**src/hdl/twcr_pkg.sv**
```systemverilog
// Shared types, constants and helpers of the textured wall column rasterizer.
// Used by every module under hdl; depends on nothing else.
package twcr_pkg;

  // Screen and fixed-point geometry.
  localparam int SCREEN_HEIGHT = 512;
  localparam int FRACTION_BITS = 16;
  localparam int HALF_HEIGHT   = SCREEN_HEIGHT / 2;

  // Field widths.
  localparam int COL_W    = 12;
  localparam int HEIGHT_W = 16;
  localparam int FRAC_W   = 16;
  localparam int TEX_W    = 13;
  localparam int TCOL_W   = 12;
  localparam int ROW_W    = $clog2(SCREEN_HEIGHT + 1);
  localparam int SPAN_W   = HEIGHT_W + 1;
  localparam int STEP_W   = 28;
  localparam int ACC_W    = 32;
  localparam int QUO_W    = TEX_W + FRACTION_BITS;
  localparam int CNT_W    = $clog2(QUO_W);
  localparam int HD_W     = HEIGHT_W - 1;
  localparam int PROD_W   = HD_W + STEP_W;
  localparam int NUM_REGS = 8;
  localparam int REG_IDX_W = 4;

  localparam logic [STEP_W-1:0] STEP_MAX = '1;
  localparam logic [ACC_W-1:0]  ACC_MAX  = '1;
  localparam logic [TEX_W-1:0]  TEX_MAX  = TEX_W'(4096);
  localparam logic [TEX_W-1:0]  TEX_RESET = TEX_W'(64);

  // Pixel kinds.
  localparam logic [1:0] KIND_CEILING   = 2'd0;
  localparam logic [1:0] KIND_FLOOR     = 2'd1;
  localparam logic [1:0] KIND_WALL      = 2'd2;
  localparam logic [1:0] KIND_UNCHANGED = 2'd3;

  // Input operations.
  localparam logic OP_SETUP = 1'b0;
  localparam logic OP_TICK  = 1'b1;

  // Wall sides below this code take their texture column from the y fraction.
  localparam logic [1:0] SIDE_SOUTH = 2'd2;

  typedef logic [NUM_REGS-1:0][TEX_W-1:0] tex_regs_t;

  // Front sequencer states.
  typedef enum logic [1:0] {
    FR_IDLE,
    FR_DIV,
    FR_MUL,
    FR_PUSH
  } front_state_t;

  // One command between front and back: a row tick or a finished column setup.
  typedef struct packed {
    logic               is_setup;
    logic [COL_W-1:0]   column;
    logic [1:0]         side;
    logic [TCOL_W-1:0]  tcol;
    logic [ROW_W-1:0]   top;
    logic [SPAN_W-1:0]  bottom;
    logic [SPAN_W-1:0]  wend;
    logic [STEP_W-1:0]  step;
    logic [ACC_W-1:0]   acc;
  } cmd_t;

  // Texture size register as used: zero acts as one, oversize as the maximum.
  function automatic logic [TEX_W-1:0] tex_size(input logic [TEX_W-1:0] v);
    logic [TEX_W-1:0] r;
    r = v;
    if (v == '0) begin
      r = TEX_W'(1);
    end else if (v > TEX_MAX) begin
      r = TEX_MAX;
    end
    return r;
  endfunction

  // Clamp the raw quotient to the step width.
  function automatic logic [STEP_W-1:0] sat_step(input logic [QUO_W-1:0] q);
    logic [QUO_W+STEP_W-1:0] wide;
    logic [STEP_W-1:0]       r;
    wide = (QUO_W + STEP_W)'(q);
    r = wide[STEP_W-1:0];
    if (wide > (QUO_W + STEP_W)'(STEP_MAX)) begin
      r = STEP_MAX;
    end
    return r;
  endfunction

  // Clamp the start accumulator product to the accumulator width.
  function automatic logic [ACC_W-1:0] sat_acc(input logic [PROD_W-1:0] p);
    logic [PROD_W+ACC_W-1:0] wide;
    logic [ACC_W-1:0]        r;
    wide = (PROD_W + ACC_W)'(p);
    r = wide[ACC_W-1:0];
    if (wide > (PROD_W + ACC_W)'(ACC_MAX)) begin
      r = ACC_MAX;
    end
    return r;
  endfunction

endpackage

```
**src/hdl/twcr_queue.sv**
```systemverilog
// Four-entry command queue between the front and the back of the rasterizer.
// Depends on twcr_pkg for the command type.
module twcr_queue (
  input  logic          clk,
  input  logic          rst,
  input  logic          wr_en,
  input  twcr_pkg::cmd_t wr_data,
  output logic          q_full,
  input  logic          rd_en,
  output twcr_pkg::cmd_t rd_data,
  output logic          q_empty
);

  localparam int DEPTH = 4;
  localparam int PTR_W = $clog2(DEPTH);

  twcr_pkg::cmd_t   mem [DEPTH];
  logic [PTR_W-1:0] wr_ptr;
  logic [PTR_W-1:0] rd_ptr;
  logic [PTR_W:0]   count;

  assign q_full  = (count == (PTR_W + 1)'(DEPTH));
  assign q_empty = (count == '0);
  assign rd_data = mem[rd_ptr];

  // Storage write.
  always_ff @(posedge clk) begin
    if (wr_en) begin
      mem[wr_ptr] <= wr_data;
    end
  end

  // Pointers and fill count.
  always_ff @(posedge clk) begin
    if (rst) begin
      wr_ptr <= '0;
      rd_ptr <= '0;
      count  <= '0;
    end else begin
      if (wr_en) begin
        wr_ptr <= wr_ptr + PTR_W'(1);
      end
      if (rd_en) begin
        rd_ptr <= rd_ptr + PTR_W'(1);
      end
      if (wr_en && !rd_en) begin
        count <= count + (PTR_W + 1)'(1);
      end else if (rd_en && !wr_en) begin
        count <= count - (PTR_W + 1)'(1);
      end
    end
  end

endmodule

```
**src/hdl/twcr_front.sv**
```systemverilog
// Front of the rasterizer: accepts items, passes row ticks on and turns a column
// setup into a ready-made command (serial divider, then the start accumulator multiply). Uses twcr_pkg.
module twcr_front (
  input  logic                        clk,
  input  logic                        rst,
  input  twcr_pkg::tex_regs_t         tex_regs,
  input  logic                        push,
  output logic                        full,
  input  logic                        op,
  input  logic [twcr_pkg::COL_W-1:0]  screen_column,
  input  logic [twcr_pkg::HEIGHT_W-1:0] wall_height,
  input  logic [1:0]                  wall_side,
  input  logic [twcr_pkg::FRAC_W-1:0] hit_x_frac,
  input  logic [twcr_pkg::FRAC_W-1:0] hit_y_frac,
  input  logic                        q_full,
  output logic                        q_push,
  output twcr_pkg::cmd_t              q_data
);

  twcr_pkg::front_state_t state, state_next;

  logic [twcr_pkg::HEIGHT_W-1:0] h;
  logic [twcr_pkg::HD_W-1:0]     hd;
  logic [twcr_pkg::COL_W-1:0]    column;
  logic [1:0]                    side;
  logic [twcr_pkg::TCOL_W-1:0]   tcol;
  logic [twcr_pkg::ROW_W-1:0]    top;
  logic [twcr_pkg::SPAN_W-1:0]   bottom;
  logic [twcr_pkg::SPAN_W-1:0]   wend;
  logic [twcr_pkg::QUO_W-1:0]    quo;
  logic [twcr_pkg::HEIGHT_W-1:0] rem;
  logic [twcr_pkg::CNT_W-1:0]    cnt;
  logic [twcr_pkg::STEP_W-1:0]   step;
  logic [twcr_pkg::PROD_W-1:0]   acc_prod;

  logic                          take;
  logic [twcr_pkg::HEIGHT_W-1:0] h_in;
  logic [twcr_pkg::HEIGHT_W:0]   up_in;
  logic [twcr_pkg::ROW_W-1:0]    top_in;
  logic [twcr_pkg::TEX_W-1:0]    tw_in;
  logic [twcr_pkg::TEX_W-1:0]    th_in;
  logic [twcr_pkg::FRAC_W-1:0]   frac_in;
  logic [twcr_pkg::FRAC_W+twcr_pkg::TEX_W-1:0] tcol_prod;
  logic [twcr_pkg::SPAN_W-1:0]   rem_sh;
  logic                          qbit;
  logic [twcr_pkg::SPAN_W-1:0]   rem_sub;
  logic [twcr_pkg::STEP_W-1:0]   step_sat;

  assign take = push && !full;

  // Setup geometry from the incoming item; a zero height counts as one.
  always_comb begin
    h_in    = (wall_height == '0) ? twcr_pkg::HEIGHT_W'(1) : wall_height;
    up_in   = ((twcr_pkg::HEIGHT_W + 1)'(h_in) + (twcr_pkg::HEIGHT_W + 1)'(1)) >> 1;
    top_in  = '0;
    if (up_in < (twcr_pkg::HEIGHT_W + 1)'(twcr_pkg::HALF_HEIGHT)) begin
      top_in = twcr_pkg::ROW_W'((twcr_pkg::HEIGHT_W + 1)'(twcr_pkg::HALF_HEIGHT) - up_in);
    end
    tw_in   = twcr_pkg::tex_size(tex_regs[{wall_side, 1'b0}]);
    th_in   = twcr_pkg::tex_size(tex_regs[{wall_side, 1'b1}]);
    frac_in = (wall_side < twcr_pkg::SIDE_SOUTH) ? hit_y_frac : hit_x_frac;
    tcol_prod = (twcr_pkg::FRAC_W + twcr_pkg::TEX_W)'(frac_in) *
                (twcr_pkg::FRAC_W + twcr_pkg::TEX_W)'(tw_in);
  end

  // One restoring divider step per cycle.
  always_comb begin
    rem_sh  = {rem, quo[twcr_pkg::QUO_W-1]};
    qbit    = (rem_sh >= twcr_pkg::SPAN_W'(h));
    rem_sub = qbit ? (rem_sh - twcr_pkg::SPAN_W'(h)) : rem_sh;
    step_sat = twcr_pkg::sat_step(quo);
  end

  // Next state.
  always_comb begin
    state_next = state;
    case (state)
      twcr_pkg::FR_IDLE: begin
        if (take && (op == twcr_pkg::OP_SETUP)) begin
          state_next = twcr_pkg::FR_DIV;
        end
      end
      twcr_pkg::FR_DIV: begin
        if (cnt == '0) begin
          state_next = twcr_pkg::FR_MUL;
        end
      end
      twcr_pkg::FR_MUL: begin
        state_next = twcr_pkg::FR_PUSH;
      end
      twcr_pkg::FR_PUSH: begin
        if (!q_full) begin
          state_next = twcr_pkg::FR_IDLE;
        end
      end
      default: begin
        state_next = twcr_pkg::FR_IDLE;
      end
    endcase
  end

  // Outputs: handshake toward the source and the command toward the queue.
  always_comb begin
    full   = 1'b1;
    q_push = 1'b0;
    q_data = '0;
    case (state)
      twcr_pkg::FR_IDLE: begin
        full   = q_full;
        q_push = push && !q_full && (op == twcr_pkg::OP_TICK);
      end
      twcr_pkg::FR_PUSH: begin
        q_push          = !q_full;
        q_data.is_setup = 1'b1;
        q_data.column   = column;
        q_data.side     = side;
        q_data.tcol     = tcol;
        q_data.top      = top;
        q_data.bottom   = bottom;
        q_data.wend     = wend;
        q_data.step     = step;
        q_data.acc      = twcr_pkg::sat_acc(acc_prod);
      end
      default: begin
        full = 1'b1;
      end
    endcase
  end

  always_ff @(posedge clk) begin
    if (rst) begin
      state <= twcr_pkg::FR_IDLE;
    end else begin
      state <= state_next;
    end
  end

  // Setup working registers.
  always_ff @(posedge clk) begin
    if (state == twcr_pkg::FR_IDLE && take && op == twcr_pkg::OP_SETUP) begin
      h      <= h_in;
      hd     <= (h_in > twcr_pkg::HEIGHT_W'(twcr_pkg::SCREEN_HEIGHT)) ?
                twcr_pkg::HD_W'((h_in - twcr_pkg::HEIGHT_W'(twcr_pkg::SCREEN_HEIGHT)) >> 1) :
                '0;
      column <= screen_column;
      side   <= wall_side;
      tcol   <= tcol_prod[twcr_pkg::FRAC_W +: twcr_pkg::TCOL_W];
      top    <= top_in;
      bottom <= twcr_pkg::SPAN_W'(top_in) + twcr_pkg::SPAN_W'(h_in);
      wend   <= twcr_pkg::SPAN_W'(twcr_pkg::HALF_HEIGHT) + twcr_pkg::SPAN_W'(h_in >> 1);
      quo    <= {th_in, {twcr_pkg::FRACTION_BITS{1'b0}}};
      rem    <= '0;
      cnt    <= twcr_pkg::CNT_W'(twcr_pkg::QUO_W - 1);
    end else if (state == twcr_pkg::FR_DIV) begin
      quo <= {quo[twcr_pkg::QUO_W-2:0], qbit};
      rem <= rem_sub[twcr_pkg::HEIGHT_W-1:0];
      cnt <= cnt - twcr_pkg::CNT_W'(1);
    end else if (state == twcr_pkg::FR_MUL) begin
      step     <= step_sat;
      acc_prod <= twcr_pkg::PROD_W'(hd) * twcr_pkg::PROD_W'(step_sat);
    end
  end

endmodule

```
**src/hdl/twcr_back.sv**
```systemverilog
// Back of the rasterizer: holds the column state, walks the rows and keeps
// one pixel register toward the result side. Uses twcr_pkg.
module twcr_back (
  input  logic                       clk,
  input  logic                       rst,
  input  twcr_pkg::tex_regs_t        tex_regs,
  input  logic                       q_empty,
  input  twcr_pkg::cmd_t             q_data,
  output logic                       q_pop,
  output logic                       empty,
  input  logic                       pop,
  output logic [twcr_pkg::COL_W-1:0] pixel_column,
  output logic [11:0]                pixel_row,
  output logic [1:0]                 pixel_kind,
  output logic [1:0]                 texture_select,
  output logic [twcr_pkg::TCOL_W-1:0] texel_column,
  output logic [11:0]                texel_row,
  output logic                       last_row
);

  // Column state.
  logic [twcr_pkg::COL_W-1:0]  cur_column;
  logic [twcr_pkg::ROW_W-1:0]  row_counter;
  logic [twcr_pkg::ROW_W-1:0]  top;
  logic [twcr_pkg::SPAN_W-1:0] bottom;
  logic [twcr_pkg::SPAN_W-1:0] wend;
  logic [twcr_pkg::STEP_W-1:0] step;
  logic [twcr_pkg::ACC_W-1:0]  acc;
  logic [1:0]                  sel;
  logic [twcr_pkg::TCOL_W-1:0] tcol;
  logic                        finished;
  logic                        out_valid;

  logic                        out_free;
  logic                        do_setup;
  logic                        do_tick;
  logic                        emit;
  logic                        in_wall;
  logic                        draw;
  logic [twcr_pkg::TEX_W-1:0]  th_cur;
  logic [twcr_pkg::ACC_W-1:0]  tex_row;
  logic [twcr_pkg::ACC_W:0]    acc_sum;
  logic [1:0]                  kind;

  assign empty    = !out_valid;
  assign out_free = !out_valid || pop;
  assign q_pop    = !q_empty && (q_data.is_setup || out_free);
  assign do_setup = q_pop && q_data.is_setup;
  assign do_tick  = q_pop && !q_data.is_setup;
  assign emit     = do_tick && (row_counter < twcr_pkg::ROW_W'(twcr_pkg::SCREEN_HEIGHT));

  // Classify the current row and decide whether a texel is drawn.
  always_comb begin
    th_cur  = twcr_pkg::tex_size(tex_regs[{sel, 1'b1}]);
    tex_row = acc >> twcr_pkg::FRACTION_BITS;
    in_wall = !finished && (row_counter >= top);
    draw    = in_wall && (tex_row < twcr_pkg::ACC_W'(th_cur)) &&
              (twcr_pkg::SPAN_W'(row_counter) < wend);
    acc_sum = (twcr_pkg::ACC_W + 1)'(acc) + (twcr_pkg::ACC_W + 1)'(step);
    kind    = twcr_pkg::KIND_UNCHANGED;
    if (row_counter < top) begin
      kind = twcr_pkg::KIND_CEILING;
    end else if (twcr_pkg::SPAN_W'(row_counter) > bottom) begin
      kind = twcr_pkg::KIND_FLOOR;
    end
    if (draw) begin
      kind = twcr_pkg::KIND_WALL;
    end
  end

  // Column state updates.
  always_ff @(posedge clk) begin
    if (rst) begin
      cur_column  <= '0;
      row_counter <= '0;
      top         <= '0;
      bottom      <= '0;
      wend        <= '0;
      step        <= '0;
      acc         <= '0;
      sel         <= '0;
      tcol        <= '0;
      finished    <= 1'b1;
    end else if (do_setup) begin
      cur_column  <= q_data.column;
      row_counter <= '0;
      top         <= q_data.top;
      bottom      <= q_data.bottom;
      wend        <= q_data.wend;
      step        <= q_data.step;
      acc         <= q_data.acc;
      sel         <= q_data.side;
      tcol        <= q_data.tcol;
      finished    <= 1'b0;
    end else if (emit) begin
      row_counter <= row_counter + twcr_pkg::ROW_W'(1);
      if (draw) begin
        acc <= acc_sum[twcr_pkg::ACC_W] ? twcr_pkg::ACC_MAX : acc_sum[twcr_pkg::ACC_W-1:0];
      end else if (in_wall) begin
        finished <= 1'b1;
      end
    end
  end

  // Result valid flag.
  always_ff @(posedge clk) begin
    if (rst) begin
      out_valid <= 1'b0;
    end else if (emit) begin
      out_valid <= 1'b1;
    end else if (pop) begin
      out_valid <= 1'b0;
    end
  end

  // Result payload.
  always_ff @(posedge clk) begin
    if (emit) begin
      pixel_column   <= cur_column;
      pixel_row      <= 12'(row_counter);
      pixel_kind     <= kind;
      texture_select <= draw ? sel : 2'd0;
      texel_column   <= draw ? tcol : '0;
      texel_row      <= draw ? 12'(tex_row) : 12'd0;
      last_row       <= (row_counter == twcr_pkg::ROW_W'(twcr_pkg::SCREEN_HEIGHT - 1));
    end
  end

endmodule

```
**src/hdl/textured_wall_column_rasterizer.sv**
```systemverilog
// Top level of the textured wall column rasterizer: configuration registers,
// front, command queue and back. Depends on twcr_pkg, twcr_front, twcr_queue, twcr_back.
//
//   channel   handshake             payload
//   input     push / full           op, screen_column, wall_height, wall_side,
//                                   hit_x_frac, hit_y_frac
//   result    empty / pop           pixel_column, pixel_row, pixel_kind,
//                                   texture_select, texel_column, texel_row, last_row
//   config    cfg_valid / cfg_ready cfg_index, cfg_data (always ready)
//
// Row ticks stream at one per clock while the result side keeps taking pixels.
// A column setup holds the input side through the front's divide, multiply and
// push states, paced by the one-bit-per-cycle step divider, and longer while the
// queue stays full; ticks already queued keep draining meanwhile. Reset is
// synchronous and needs no clearing pass. A stalled result side stops the back;
// the four-entry queue then fills and raises full.
module textured_wall_column_rasterizer (
  input  logic                            clk,
  input  logic                            rst,
  input  logic                            push,
  output logic                            full,
  input  logic                            op,
  input  logic [twcr_pkg::COL_W-1:0]      screen_column,
  input  logic [twcr_pkg::HEIGHT_W-1:0]   wall_height,
  input  logic [1:0]                      wall_side,
  input  logic [twcr_pkg::FRAC_W-1:0]     hit_x_frac,
  input  logic [twcr_pkg::FRAC_W-1:0]     hit_y_frac,
  output logic                            empty,
  input  logic                            pop,
  output logic [twcr_pkg::COL_W-1:0]      pixel_column,
  output logic [11:0]                     pixel_row,
  output logic [1:0]                      pixel_kind,
  output logic [1:0]                      texture_select,
  output logic [twcr_pkg::TCOL_W-1:0]     texel_column,
  output logic [11:0]                     texel_row,
  output logic                            last_row,
  input  logic                            cfg_valid,
  output logic                            cfg_ready,
  input  logic [twcr_pkg::REG_IDX_W-1:0]  cfg_index,
  input  logic [twcr_pkg::TEX_W-1:0]      cfg_data
);

  twcr_pkg::tex_regs_t tex_regs;
  logic                q_full;
  logic                q_empty;
  logic                q_push;
  logic                q_pop;
  twcr_pkg::cmd_t      q_wr;
  twcr_pkg::cmd_t      q_rd;

  assign cfg_ready = 1'b1;

  // Texture size registers; writes beyond the list are dropped.
  always_ff @(posedge clk) begin
    if (rst) begin
      tex_regs <= {twcr_pkg::NUM_REGS{twcr_pkg::TEX_RESET}};
    end else if (cfg_valid && cfg_index < twcr_pkg::REG_IDX_W'(twcr_pkg::NUM_REGS)) begin
      tex_regs[cfg_index[$clog2(twcr_pkg::NUM_REGS)-1:0]] <= cfg_data;
    end
  end

  // Item intake and column setup.
  twcr_front u_front (
    .clk           (clk),
    .rst           (rst),
    .tex_regs      (tex_regs),
    .push          (push),
    .full          (full),
    .op            (op),
    .screen_column (screen_column),
    .wall_height   (wall_height),
    .wall_side     (wall_side),
    .hit_x_frac    (hit_x_frac),
    .hit_y_frac    (hit_y_frac),
    .q_full        (q_full),
    .q_push        (q_push),
    .q_data        (q_wr)
  );

  // Command queue.
  twcr_queue u_queue (
    .clk     (clk),
    .rst     (rst),
    .wr_en   (q_push),
    .wr_data (q_wr),
    .q_full  (q_full),
    .rd_en   (q_pop),
    .rd_data (q_rd),
    .q_empty (q_empty)
  );

  // Row walk and pixel output.
  twcr_back u_back (
    .clk            (clk),
    .rst            (rst),
    .tex_regs       (tex_regs),
    .q_empty        (q_empty),
    .q_data         (q_rd),
    .q_pop          (q_pop),
    .empty          (empty),
    .pop            (pop),
    .pixel_column   (pixel_column),
    .pixel_row      (pixel_row),
    .pixel_kind     (pixel_kind),
    .texture_select (texture_select),
    .texel_column   (texel_column),
    .texel_row      (texel_row),
    .last_row       (last_row)
  );

endmodule

```
**config.mk**
```make
export PLATFORM = sky130hd
export DESIGN_NAME = textured_wall_column_rasterizer
export DESIGN_NICKNAME = d
export VERILOG_FILES = /design/src/hdl/twcr_pkg.sv /design/src/hdl/twcr_queue.sv /design/src/hdl/twcr_front.sv /design/src/hdl/twcr_back.sv /design/src/hdl/textured_wall_column_rasterizer.sv
export SDC_FILE = /design/constraint.sdc
export NUM_CORES = 2
export LEC_CHECK = 0
export BUFFER_PORTS_ARGS = -buffer_cell sky130_fd_sc_hd__buf_4
export CAP_MARGIN = 20
export CORE_MARGIN = 2
export CORE_UTILIZATION = 60
export DETAILED_ROUTE_END_ITERATION = 10
export GPL_ROUTABILITY_DRIVEN = 0
export HOLD_SLACK_MARGIN = 0.03
export PLACE_DENSITY = 0.87
export SETUP_SLACK_MARGIN = 0.02
export SYNTH_ARGS = -nofsm -noshare
export SYNTH_HDL_FRONTEND = slang
export SYNTH_SLANG_ARGS = --single-unit
```
**constraint.sdc**
```tcl
create_clock -name clk -period 9.35 [get_ports clk]
set_clock_uncertainty 0.05 [all_clocks]
set_input_delay 1.87 -clock clk [delete_from_list [all_inputs] [get_ports clk]]
set_output_delay 1.87 -clock clk [all_outputs]
set_load 0.02 [all_outputs]
```
Word level (Yosys, flattened, before mapping)

Memories as Yosys holds them, arrays and structs flattened. A register that Yosys moved wholly into a read port is not among the register bits.
Index checks and enable logic that the tools add are counted.

Register bits: 528
Bits in writable memories: 524
Input bits: 85
Output and inout bits: 56
Word-level logic and storage cells: 188
Memories: 1

Add/sub/neg operators: 13
$mul: 2
Magnitude comparators: 21
Equality and inequality tests: 9
Mux-type cells: 48
Bitwise operators: 3
Reductions and logical operators: 46

Memories:

| memory      | words | bits a word | read ports | clocked after memory_dff | wr ports | RTL line         | source |
|---|---|---|---|---|---|---|---|
| u_queue.mem | 4     | 131         | 1          | 1                        | 1        | twcr_queue.sv:17 | `twcr_pkg::cmd_t mem [DEPTH];` |

Operators with widths:

| operator                                                         | count |
|---|---|
| 2-to-1 mux 32 bit                                                | 5 |
| 2-to-1 mux 131 bit                                               | 1 |
| 2-to-1 mux 13 bit                                                | 10 |
| bitwise mux 104 bit                                              | 1 |
| binary-select mux 13 bit (select 2 bit)                          | 3 |
| 2-to-1 mux 29 bit                                                | 2 |
| 2-to-1 mux 16 bit                                                | 3 |
| greater-than comparator 43 x 32 -> 1 bit (second input constant) | 1 |
| multiplier 15 x 28 -> 43 bit                                     | 1 |
| demux 13 bit (select 3 bit)                                      | 1 |
| greater-than comparator 13 bit (second input constant)           | 3 |
| logical NOT 13 bit                                               | 3 |
| adder 32 x 28 -> 33 bit                                          | 1 |
| greater-than comparator 29 x 28 -> 1 bit (second input constant) | 1 |
| multiplier 16 x 13 -> 28 bit                                     | 1 |
| 2-to-1 mux 28 bit                                                | 1 |
| adder 10 x 16 -> 17 bit                                          | 1 |
| adder 16 x 1 -> 17 bit (second input constant)                   | 1 |
| greater-or-equal comparator 17 x 16 -> 1 bit                     | 1 |
| greater-than comparator 10 x 17 -> 1 bit                         | 1 |
| logical AND 1 bit                                                | 17 |
| < comparator 10 x 17 -> 1 bit                                    | 1 |
| adder 9 x 15 -> 16 bit (first input constant)                    | 1 |
| greater-than comparator 16 x 10 -> 1 bit (second input constant) | 1 |
| 40 further kinds                                                 | 80 |

Depth between registers and ports, before layout

Depth in word-level cells: 11
Mapped depth: 28
Depth with buffers taken out: 24

Modules after synthesis

A second synthesis with hierarchy kept.

Cell total of the unflattened synthesis: 5415
Area, all modules: 63893.8 µm²

Modules (own cells, without submodules):

| module                          | times used | cells an instance | area an instance (µm²) |
|---|---|---|---|
| twcr_front                      | 1          | 3214              | 30649.4 |
| twcr_queue                      | 1          | 729               | 19376.1 |
| twcr_back                       | 1          | 1096              | 9740.6 |
| textured_wall_column_rasterizer | 1          | 376               | 4127.7 |

Worst setup path after synthesis

OpenSTA, ideal clock, no wires.

Kind: in2reg
From: in wall_side[1]
To: reg u_front.tcol[11] (netlist bit), data pin
Setup time: 0.260 ns
Arrival: 8.160 ns
Data required time: 9.040 ns
Slack: 0.880 ns
Stages: 24
Cell sequence: buf_2 -> buf_1 -> buf_2 -> buf_2 -> mux2_2 -> nand2_1 -> fa_1 -> fa_1 -> inv_1 -> fa_1 -> inv_1 -> fa_1 -> inv_1 -> fa_1 -> ha_1 -> a21o_1 -> a21o_1 -> a2111oi_0 -> o32ai_1 -> o31ai_2 -> o21ai_1 -> o21a_1 -> nor2_1 -> xnor2_1

Cells in the longest elaborated chain, start to end: 6
Elaborated cells between the ends (all ways): 9
Those cells by class: 1 x mul; 2 x order compare; 5 x mux; 1 x reduce/logical

RTL lines:

| what                                    | RTL line                              | source |
|---|---|---|
| from (decl)                             | textured_wall_column_rasterizer.sv:25 | `input logic [1:0] wall_side,` |
| binary-select mux 13 bit (select 2 bit) | twcr_front.sv:59                      | `tw_in = twcr_pkg::tex_size(tex_regs[{wall_side, 1'b0}]);` |
| 2-to-1 mux 13 bit (implied by the code) | twcr_front.sv:59                      |  |
| greater-than comparator 13 bit          | twcr_pkg.sv:74                        | `end else if (v > TEX_MAX) begin` |
| 2-to-1 mux 13 bit                       | twcr_pkg.sv:74                        |  |
| 2-to-1 mux 13 bit                       | twcr_pkg.sv:72                        | `if (v == '0) begin` |
| multiplier 16 x 13 -> 28 bit *          | twcr_front.sv:62                      | `tcol_prod = (twcr_pkg::FRAC_W + twcr_pkg::TEX_W)'(frac_in) *` |
| named net u_front.tcol_prod (one bit)   | twcr_front.sv:43                      | `logic [twcr_pkg::FRAC_W+twcr_pkg::TEX_W-1:0] tcol_prod;` |
| to (signal assigned)                    | twcr_front.sv:147                     | `tcol <= tcol_prod[twcr_pkg::FRAC_W +: twcr_pkg::TCOL_W];` |
| to (decl)                               | twcr_front.sv:26                      | `logic [twcr_pkg::TCOL_W-1:0] tcol;` |

The timed path passes the listed nets; every way through them passes the cells marked *. The select of a mux whose other input is x is not followed.
A chain may end at the register's enable or synchronous reset.

Worst setup path in the final report

From: in wall_side[0]
To: reg u_front.tcol[11] (netlist bit), data pin

Same word-level chain as after synthesis.

==> impl_metrics.ini <==
[logic_synthesis]
ys.warnings.count = 0
synth_largest_type_area_fraction_pct = 35.5
syn_inst = 5441
synth_top_flop_cell = edfxtp_1
synth.avg_cell_area_um2 = 11.6
yosysUniqueCellTypes = 88
synth_sequential_area_ratio_pct = 44.8
synth.top_cells.by_area = edfxtp_1 (35%), fa_1 (16%), dfxtp_1 (9.3%)
post_synth_design_cell_area_um2 = 63200
synthMostInstantiatedCell = edfxtp_1
synth.cells.most_frequent = edfxtp_1 (747), nand2_1 (735), inv_1 (591), fa_1 (492), and2_1 (391)
async_reset_ff_share_pct = 0
synth_edf_count = 747
synth_seq_cells = 1040
synth_top_area_cell = edfxtp_1

[timing]
final-setup-viol-count = 0
grt_setup_unrepaired = false
slew_headroom_pct = 19.6
post-route-worst-setup-slack_ns = 1.07
highest_attainable_clock_frequency_mhz = 121
tightestPinTransition_ns = 1.21
fin_setup_tns_ns = 0
finalCritPeriodShare_pct = 88.5
slew_violations = 0
hold_violations = 0
final_critical_path_time_including_i_o_delays_and_setup_ns = 8.28

[clock_tree]
cts_tree = built
tritoncts.num_buffers = 94
clock_tree.buffer_depth = 3
path_clk_slew_ns = 0.06
clockRootBuffer = clkbuf_16
clock_latency_ns = 0.70
number_of_sinks_on_the_clock_net = 1040
cts_post_setup_buffers_inserted = 0
post_cts_resize_count = 0
cts.hold.buffers_added = 0
htree_levels = 3

[global_routing]
global_route.overflow_total = 0
antenna_found_initial = 5
first_global_vias = 44500
grt_max_degree = 106
first_pass_grt_wire_length_um = 244000
grt.total_usage_pct = 28.8

[worst_hold_path]
worst_hold_path_type = reg2reg

[critical_path]
worst_setup_path_end_kind = flip-flop
timing.critical_path.cells = buf_4, buf_4, mux4_2, nor4_1, a31oi_1, or2_1, nor2_1, fa_1, fa_1, inv_1, fa_1, inv_1, fa_1, ha_1, a21o_1, a21o_1, a2111oi_0, o32ai_1, o31ai_2, o21ai_1, o21a_1, nor2_1, xnor2_1
worst-endpoint-required_ns = 9.73
worstPathArrival_ns = 8.65
critical_path.slowest_cell = mux4_2
timing.critical_path.from_type = input port
crit_path_max_incr_delay_ns = 0.58
setup.worst_path.class = in2reg
crit_top_cell = fa_1
worst-path-max-fanout = 26

[detailed_routing]
finalWirelength_um = 155000
dr_total_vias = 42800
drt-wirelength-per-cell_um = 22.5
route.detailed.vias_per_inst = 6.23
drtIter0Drc = 4602
detailedRoute.firstPassIterationCount = 9
route.detailed.drc = 0
ant_nets = 0

[final_layout]
antenna_cells_inserted = 0
area_growth_syn_to_layout_pct = 8.03
layout-drive-gt1-share_pct = 10.5
final_net_count = 6264

[placement]
place.port_buffers = 137
detailedPlacementHpwl_um = 102000
preCtsSetupSlack_ns = 0.422

[floorplan]
initial_utilization_pct = 60.2
die_area_um2 = 108000
die_width_um = 329
floorplan.core_area_um2 = 105000
num_io_pins = 141
die_height_um = 329
rows = 119

[run_status]
status = finished clean

[flow_run]
max_cap_violation_count = 0
[logic make-up (layout without fill, tap and decap cells)]
kind of cell | count (synthesis) | count (layout) | synth area share, %
DFF | 1040 | 1040 | 44.8
muxes | 285 | 285 | 7.87
buffers and inverters | 914 | 955 | 5.55
AOI/OAI and AO/OA | 626 | 626 | 6.26
xor gates and xnor gates | 125 | 125 | 1.73
and+or+nand+nor | 1673 | 1673 | 12.6
adders and majority gates | 776 | 776 | 21.2
other | 2 | 5 | 0.0119
[worst max-delay path: cells and delay by family]
| kind | cells | cell delay, ns |
|---|---|---|
| xor+xnor | 1 | 0.07 |
| compound gates | 8 | 2.04 |
| buf+inv | 4 | 0.64 |
| fa+ha+maj | 5 | 2.28 |
| mux | 1 | 0.58 |
| simple gates | 4 | 1.17 |
[sequential cells by signal, indices dropped and copies added (netlist names), 15 cells and up, named ones only]
signal	count
tex_regs	104
u_back.acc	32
u_back.bottom	17
u_back.step	28
u_back.wend	16
u_front.acc_prod	43
u_front.bottom	17
u_front.h	16
u_front.hd	15
u_front.quo	29
u_front.rem	16
u_front.step	28
u_queue.mem	520
[final timing paths]
| path | from | to | slack [ns] | cells after the start |
|---|---|---|---|---|
| setup / recovery | wall_side[0] | u_front.tcol[11] | 1.07 | 23 |
| hold reg to reg | u_back.cur_column[6] | u_back.pixel_column[6] | 0.39 | 0 |
| setup reg to reg | u_front.quo[28] | u_front.acc_prod[42] | 1.42 | 23 |
| hold / removal | u_back.cur_column[6] | u_back.pixel_column[6] | 0.39 | 0 |
[area by class of cell]
type,instances,area (um^2)
Inverter,592,2220
Clock inverter,47,502
Multi-Input combinational cell,3490,31500
Sequential cell,1040,28300
Clock buffer,131,2580
Tap cell,1391,1740
Fill cell,6967,36700
Timing Repair Buffer,185,1460
[routing by layer]
layer	global-route usage (%)	vias up	share of wire, %
li1	-	18300	-
met1	36.1	21300	36
met2	48.6	2653	49
met3	5.16	594	9.3
met4	14.2	4	5.3
met5	0	-	0.016
[cell usage in the layout, fill, tap and decap left out, types with 41 or more instances in the layout]
| cell type | n |
|---|---|
| nand2_1 | 734 |
| nand3_1 | 54 |
| edfxtp_1 | 747 |
| buf_4 | 180 |
| dfxtp_1 | 291 |
| nor2_1 | 248 |
| fa_1 | 492 |
| a21oi_1 | 266 |
| ha_1 | 281 |
| o21ai_0 | 82 |
| xnor2_1 | 84 |
| mux4_2 | 168 |
| mux2i_1 | 99 |
| xor2_1 | 41 |
| clkbuf_16 | 95 |
| o21a_1 | 59 |
| inv_1 | 590 |
| and2_1 | 386 |
[metrics by stage]
step                      cells  hold slack (ns)  area (um^2)  util (%)
final                      6876            0.392        68300      65.1
after global routing       6876            0.396        68300      65.1
after CTS                  6874            0.383        68200      65.0
after detailed placement   6696            0.368        65200      62.1
after global placement     6696            0.362        65200      62.1
after floorplan            5444            0.358        63200         -
Power is not shown: default switching activity piles up to over one toggle a cycle in this logic, so the estimate is an artifact.
